[src/rtl/eis_pkg.sv]
// shared types and constants for the easing and spline interpolator
// used by eis_weight, the top level and the checker; depends on nothing
`default_nettype none

package eis_pkg;

  // fixed point format of progress and weights
  localparam int FRAC_BITS = 16;
  localparam int ONE       = 1 << FRAC_BITS;
  localparam int HALF      = 1 << (FRAC_BITS - 1);

  // widths
  localparam int VAL_W   = 32;                 // Q16.16 values
  localparam int T_W     = FRAC_BITS + 1;      // progress, t2, t3
  localparam int F_W     = T_W + 1;            // smoothstep factor 3 - 2t
  localparam int W_W     = T_W + 1;            // eased weight
  localparam int D_W     = FRAC_BITS + 4;      // signed spline weights
  localparam int DIFF_W  = VAL_W + 1;          // end - start
  localparam int BL_W    = DIFF_W + W_W + 1;   // blend product
  localparam int CR_W    = VAL_W + D_W;        // spline partial product
  localparam int ACC_W   = CR_W + 2;           // spline sum of four
  localparam int RES_W   = ACC_W - FRAC_BITS - 1;
  localparam int BLS_W   = BL_W - FRAC_BITS;   // rounded blend step

  // pipeline depth
  localparam int WGT_STAGES = 4;
  localparam int LATENCY    = WGT_STAGES + 3;

  typedef enum logic [2:0] {
    KIND_LINEAR   = 3'd0,
    KIND_EASE_IN  = 3'd1,
    KIND_EASE_OUT = 3'd2,
    KIND_IN_OUT   = 3'd3,
    KIND_SMOOTH   = 3'd4,
    KIND_SPLINE   = 3'd5
  } kind_t;

  // weights handed from the weight pipeline to the blend stages
  typedef struct packed {
    logic                    valid;
    logic                    spline;
    logic [W_W-1:0]          w;
    logic signed [D_W-1:0]   d0;
    logic signed [D_W-1:0]   d1;
    logic signed [D_W-1:0]   d2;
    logic signed [D_W-1:0]   d3;
  } wgt_t;

endpackage

`default_nettype wire

[src/rtl/eis_weight.sv]
// weight pipeline: clamps t, forms t2, t3, cubes and smoothstep,
// then the eased weight and the doubled spline weights; uses eis_pkg
`default_nettype none

module eis_weight
  import eis_pkg::*;
(
  input  wire logic           clk,
  input  wire logic           rst,
  input  wire logic           req,
  input  wire logic [2:0]     kind,
  input  wire logic [T_W-1:0] progress,
  output      wgt_t           wq
);

  localparam logic [T_W-1:0]     ONE_T   = T_W'(ONE);
  localparam logic [T_W-1:0]     HALF_T  = T_W'(HALF);
  localparam logic [W_W-1:0]     ONE_W   = W_W'(ONE);
  localparam logic [2*T_W-1:0]   RND_SQ  = (2*T_W)'(HALF);
  localparam logic [2*T_W:0]     RND_SM  = (2*T_W+1)'(HALF);
  localparam logic [F_W-1:0]     THREE_F = F_W'(3 * ONE);
  localparam logic signed [D_W-1:0] TWO_D = D_W'(2 * ONE);

  // stage a registers
  logic           a_valid;
  kind_t          a_kind;
  logic [T_W-1:0] a_t;
  logic [T_W-1:0] a_x;
  logic           a_upper;

  // stage b registers
  logic           b_valid;
  kind_t          b_kind;
  logic [T_W-1:0] b_t;
  logic [T_W-1:0] b_x2;
  logic [F_W-1:0] b_f;
  logic           b_upper;

  // stage c registers
  logic           c_valid;
  kind_t          c_kind;
  logic [T_W-1:0] c_t;
  logic [T_W-1:0] c_x2;
  logic [T_W-1:0] c_x3;
  logic [W_W-1:0] c_sm;
  logic           c_upper;

  // stage a logic
  kind_t          in_kind;
  logic [T_W-1:0] t_clamp;
  logic [T_W-1:0] u_rev;
  logic           upper;
  logic           use_rev;

  // stage b and c logic
  logic [2*T_W-1:0] sq;
  logic [2*T_W-1:0] sq_r;
  logic [2*T_W-1:0] cu;
  logic [2*T_W-1:0] cu_r;
  logic [2*T_W:0]   sm;
  logic [2*T_W:0]   sm_r;

  // stage d logic
  logic [W_W-1:0]        x3_w;
  logic [W_W-1:0]        w_next;
  logic signed [D_W-1:0] ts;
  logic signed [D_W-1:0] t2s;
  logic signed [D_W-1:0] t3s;

  // clamp t and pick the operand for the cube chain
  always_comb begin
    in_kind = kind_t'(kind);
    t_clamp = (progress > ONE_T) ? ONE_T : progress;
    u_rev   = ONE_T - t_clamp;
    upper   = (t_clamp >= HALF_T);
    use_rev = (in_kind == KIND_EASE_OUT) || ((in_kind == KIND_IN_OUT) && upper);
  end

  // square, cube and smoothstep products with round half up
  assign sq   = a_x * a_x;
  assign sq_r = sq + RND_SQ;
  assign cu   = b_x2 * b_t;
  assign cu_r = cu + RND_SQ;
  assign sm   = b_x2 * b_f;
  assign sm_r = sm + RND_SM;

  // eased weight by mode
  always_comb begin
    x3_w = W_W'(c_x3);
    unique case (c_kind)
      KIND_EASE_IN:  w_next = x3_w;
      KIND_EASE_OUT: w_next = ONE_W - x3_w;
      KIND_IN_OUT:   w_next = c_upper ? (ONE_W - (x3_w << 2)) : (x3_w << 2);
      KIND_SMOOTH:   w_next = c_sm;
      default:       w_next = W_W'(c_t);
    endcase
  end

  // signed copies for the spline weights
  always_comb begin
    ts  = D_W'(c_t);
    t2s = D_W'(c_x2);
    t3s = D_W'(c_x3);
  end

  // pipeline registers
  always_ff @(posedge clk) begin
    if (rst) begin
      a_valid  <= 1'b0;
      b_valid  <= 1'b0;
      c_valid  <= 1'b0;
      wq.valid <= 1'b0;
    end else begin
      a_valid  <= req;
      b_valid  <= a_valid;
      c_valid  <= b_valid;
      wq.valid <= c_valid;
    end
    a_kind  <= in_kind;
    a_t     <= t_clamp;
    a_x     <= use_rev ? u_rev : t_clamp;
    a_upper <= upper;

    b_kind  <= a_kind;
    b_t     <= a_x;
    b_x2    <= sq_r[FRAC_BITS +: T_W];
    b_f     <= THREE_F - F_W'({a_t, 1'b0});
    b_upper <= a_upper;

    c_kind  <= b_kind;
    c_t     <= b_t;
    c_x2    <= b_x2;
    c_x3    <= cu_r[FRAC_BITS +: T_W];
    c_sm    <= sm_r[FRAC_BITS +: W_W];
    c_upper <= b_upper;

    wq.spline <= (c_kind == KIND_SPLINE);
    wq.w      <= w_next;
    wq.d0     <= (t2s <<< 1) - t3s - ts;
    wq.d1     <= (t3s <<< 1) + t3s + TWO_D - (t2s <<< 2) - t2s;
    wq.d2     <= (t2s <<< 2) + ts - (t3s <<< 1) - t3s;
    wq.d3     <= t3s - t2s;
  end

endmodule

`default_nettype wire

[config.mk]
export PLATFORM = sky130hd
export DESIGN_NAME = eis_weight
export DESIGN_NICKNAME = d
export VERILOG_FILES = /design/src/rtl/eis_pkg.sv /design/src/rtl/eis_weight.sv
export SDC_FILE = /design/constraint.sdc
export NUM_CORES = 2
export LEC_CHECK = 0
export BUFFER_PORTS_ARGS = -buffer_cell sky130_fd_sc_hd__buf_2
export CAP_MARGIN = 20
export CELL_PAD_IN_SITES_DETAIL_PLACEMENT = 0
export CELL_PAD_IN_SITES_GLOBAL_PLACEMENT = 2
export CORE_ASPECT_RATIO = 0.7
export CORE_MARGIN = 2
export CORE_UTILIZATION = 38
export DETAILED_ROUTE_END_ITERATION = 8
export GPL_ROUTABILITY_DRIVEN = 0
export HOLD_SLACK_MARGIN = 0.03
export PLACE_DENSITY = 0.84
export SETUP_SLACK_MARGIN = 0.3
export SLEW_MARGIN = 25
export SYNTH_ARGS = -nofsm -noshare
export SYNTH_HDL_FRONTEND = slang
export SYNTH_SLANG_ARGS = --single-unit
[constraint.sdc]
create_clock -name clk -period 6.3 [get_ports clk]
set_input_delay 0.63 -clock clk [delete_from_list [all_inputs] [get_ports clk]]
set_output_delay 0.63 -clock clk [all_outputs]
set_load 0.05 [all_outputs]
==> summary.md <==
| Metric | Value |
|---|---|
| CTS Sinks | `263` |
| Final Setup Violations | `0` |
| # port buffers | `around 120` |
| Clk Latency, worst-skew pair | `roughly 0.62 ns` |
| Top Ports | `123` |
| Die W | `385 um` |
| Fin Setup TNS | `0 ns` |
| Detail Route Antenna Nets | `0` |
| Cts bufs inserted | `30` |
| Die Y-Extent | `271 um` |
| Largest family of logic cells by synthesized area | `adder cells` |
| Yosys warns | `0` |
| RSZ-0062 raised after global routing | `true` |
| Via Count | `~28k` |
| Area growth, synth to finish | `15.8%` |
| Status | `complete, no violations` |
| Final hold viol count | `0` |
| Post-route cell area | `44800 um2` |
| TritonCTS clock tree | `yes` |
| Root buffer cell | `clkbuf_16` |
| Antenna violations before repair | `4` |
| Period utilization | `95.3%` |
| Synth unique cells | `approximately 80` |
| Crit end category | `register` |
| EDFF count, synth | `0` |
| Post-Synth Adder-Cell Area | `between 50 and 60%` |
| Mapped cell area | `38700 um2` |
| Clock Tree Buf Depth | `3` |
| Sequential area share after synthesis | `13.6%` |
| CP max-delay cell | `fa_1` |
| Syn Inst Count | `approximately 4.1k` |
| Row Count | `97` |
| Asr flop ratio synth | `0%` |
| Avg Cell Area, Syn | `9.36 um2` |
| HPWL after DPL | `86600 um` |
| Post-layout net count | `5604` |
| Period minus WS final | `6.00 ns` |
| CTS clk-pin slew, worst paths | `0.07 ns` |
| Least-Margin Pin Slew | `1.00 ns` |
| Share of layout cells above drive strength 1 | `about 15%` |
| Placed cell area | `42400 um2` |
| Synth Net Count | `5306` |
| Die area | `~100000 um2` |
| Synth Area in Compound Gates | `between 6 and 7%` |
| Largest net degree at the start of global routing | `56` |
| Total track usage | `just over 20%` |
| Drt drc | `0` |
| DRT iter0 DRCs | `roughly 1.9k` |
| Starting Density | `about two fifths` |
| Vias in the first global route | `29.1k` |
| Average wire per standard cell | `18.1 um` |
| Worst Hold Class | `primary input to register` |
| H-tree levels | `1` |
| Max FO, Critical Path | `6` |
| Clock Skew | `0.0257 ns` |
| Mux share of post-synthesis cell area | `0.136%` |
| CP delay by family, top | `adder cells` |
| Crit-path cells | `buf_12 > and2_1 > fa_1 > inv_2 > fa_1 > fa_1 > inv_1 > fa_1 > fa_1 > inv_2 > fa_1 > inv_2 > ha_4 > nand3_4 > nor3_4 > o211ai_1 > o211a_4 > o21a_1 > or3_4 > a21oi_4 > or3_1 > nand3_1` |
| First drt pass iteration count | `5` |
| Gr ovfl total | `0` |
| Core ar. | `100000 um2` |
| Slew headroom | `around a third` |
| Critical Path RT | `about 7 ns` |
| Predominant post-synthesis flop cell | `dfxtp_1` |
| Critical path type | `register to register` |
| Most common cell on crit path | `fa_1` |
| Synth Area in Simple Gates | `14.3%` |
| Diode count | `0` |
| Max_cap viols | `0` |
| Crit path largest cell delay | `0.53 ns` |
| Seq cells post-synth | `263` |
| Max Clk Rate | `167 MHz` |
| Synth Area in XOR/XNOR | `4.19%` |
| Crit start category | `register` |
| Crit path buffers/inverters | `5` |
| Via/cell ratio | `4.81` |
| Crit path arrival time | `6.50 ns` |
| Final wirelength | `approximately 100000 um` |
| Slew Viols, Final | `0` |
| First-pass GRT wire length | `167000 um` |
## Yosys cell counts (4+ instances only)
cell	instances	share of area, %
a21boi_0	6	0.12
nand2_1	421	4.1
dfxtp_1	263	14
nor4_1	7	0.11
and3_1	13	0.21
xnor2_1	130	2.9
o22ai_1	11	0.18
nand3_1	24	0.31
a221oi_1	4	0.091
a31o_2	4	0.091
fa_1	705	37
buf_4	4	0.078
a2bb2oi_1	4	0.091
a211o_1	5	0.11
or2_2	9	0.15
o31ai_1	8	0.16
and2_1	361	5.8
a21o_1	35	0.68
xor2_1	55	1.2
o21ai_0	78	1.0
a211oi_1	8	0.16
inv_1	881	8.6
a21oi_1	106	1.4
ha_1	448	14
o21ai_1	7	0.091
nor2_1	133	1.3
nand2b_1	26	0.42
o211ai_1	11	0.21
a31oi_1	17	0.28
clkbuf_1	125	1.2
or3_1	8	0.13
nand4_1	7	0.11
a22oi_1	9	0.17
a311oi_1	4	0.091
o21bai_1	12	0.23
o21a_1	24	0.47
nor2b_1	40	0.65
nor3_1	36	0.47
## metrics by stage
stage / utilization, % / setup slack [ns] / hold slack [ns] / instances
2_1_floorplan: - / 0.344 / 0.310 / 4130
3_3_place_gp: 42.1 / -0.0766 / 0.312 / 5686
3_5_place_dp: 42.1 / -0.179 / 0.314 / 5686
4_1_cts: 43.7 / 0.269 / 0.163 / 5765
5_1_grt: 44.5 / 0.107 / 0.161 / 5788
6_report: 44.5 / 0.299 / 0.198 / 5788
## worst paths after layout
| path | startpoint | slack (ns) | cells past startpoint | end |
|---|---|---|---|---|
| max reg2reg | b_x2[9]$_DFF_P_ | 0.30 | 22 | c_x3[16]$_DFF_P_ |
| max | b_x2[9]$_DFF_P_ | 0.30 | 22 | c_x3[16]$_DFF_P_ |
| min reg2reg | b_kind[1]$_DFF_P_ | 0.33 | 0 | c_kind[1]$_DFF_P_ |
| min | kind[0] | 0.20 | 1 | a_kind[0]$_DFF_P_ |
## registers in the layout (all words and copies together) (netlist names), 17 cells and up
name  cells
c_sm     18
c_x3     17
b_t      17
b_x2     17
c_x2     17
wq       96
a_x      17
c_t      17
## layout make-up
type / instances / area, um2
sequential: 263 / 5390
inverter: 883 / 3310
clock inverter: 20 / 248
clock buffer: 36 / 815
timing repair buffer: 396 / 3090
fill: 9823 / 55700
tap: 1336 / 1670
multi-input combinational: 2854 / 30200
## cell families after synthesis
family                   after synthesis
AO/OA/AOI/OAI                        404
XOR/XNOR                             185
adder cells (fa/ha/maj)             1153
buffers and inverters               1013
flip-flops                           263
multiplexers                           5
AND/OR/NAND/NOR                     1107
## worst reg2reg max path, stage by stage, from the launching register on
cell and delay [ns]:
dfxtp_2 0.34, buf_12 0.14, and2_1 0.17, fa_1 0.52
inv_2 0.05, fa_1 0.46, fa_1 0.53, inv_1 0.06
fa_1 0.47, fa_1 0.53, inv_2 0.04, fa_1 0.51
inv_2 0.05, ha_4 0.30, nand3_4 0.08, nor3_4 0.20
o211ai_1 0.14, o211a_4 0.28, o21a_1 0.22, or3_4 0.43
a21oi_4 0.18, or3_1 0.14, nand3_1 0.07
## placed cells by master, fill, tap and decap left out, drive strengths merged, types with 10 or more instances in the layout
master / Yosys / final
o21ai: 87 / 87
clkbuf: 125 / 38
a31oi: 17 / 17
fa: 705 / 705
nand2b: 26 / 26
nor2: 133 / 133
and2: 361 / 361
o211ai: 11 / 11
buf: 5 / 394
nor3: 37 / 37
dfxtp: 263 / 263
a211oi: 10 / 10
and3: 13 / 13
o22ai: 11 / 11
inv: 881 / 887
o21a: 24 / 24
nand3: 24 / 24
or3: 11 / 11
xor2: 55 / 55
o21bai: 12 / 12
xnor2: 130 / 130
or2: 10 / 10
a21oi: 109 / 109
ha: 448 / 448
nor2b: 40 / 40
nand2: 422 / 422
a21o: 35 / 35
## repair_timing
action / CTS / global route
cloned: 3 / 2
gates resized for setup: 75 / 169
hold buffers: 0 / 0
pin swaps: 24 / 103
buffers inserted: 20 / 21
setup endpoints to repair: 34 / 39
hold endpoints to repair: 0 / 0
## layer usage
| layer | track usage [%] | vias up | wire length, um |
|---|---|---|---|
| met3 | 4.31 | 61 | 8010 |
| met1 | 33.2 | 13800 | 54600 |
| met5 | 0 | - | 0 |
| met4 | 2.37 | 0 | 1100 |
| li1 | - | 13200 | - |
| met2 | 28.3 | 740 | 40800 |
Power is not shown: default switching activity piles up to over one toggle a cycle in this logic, so the estimate is an artifact.
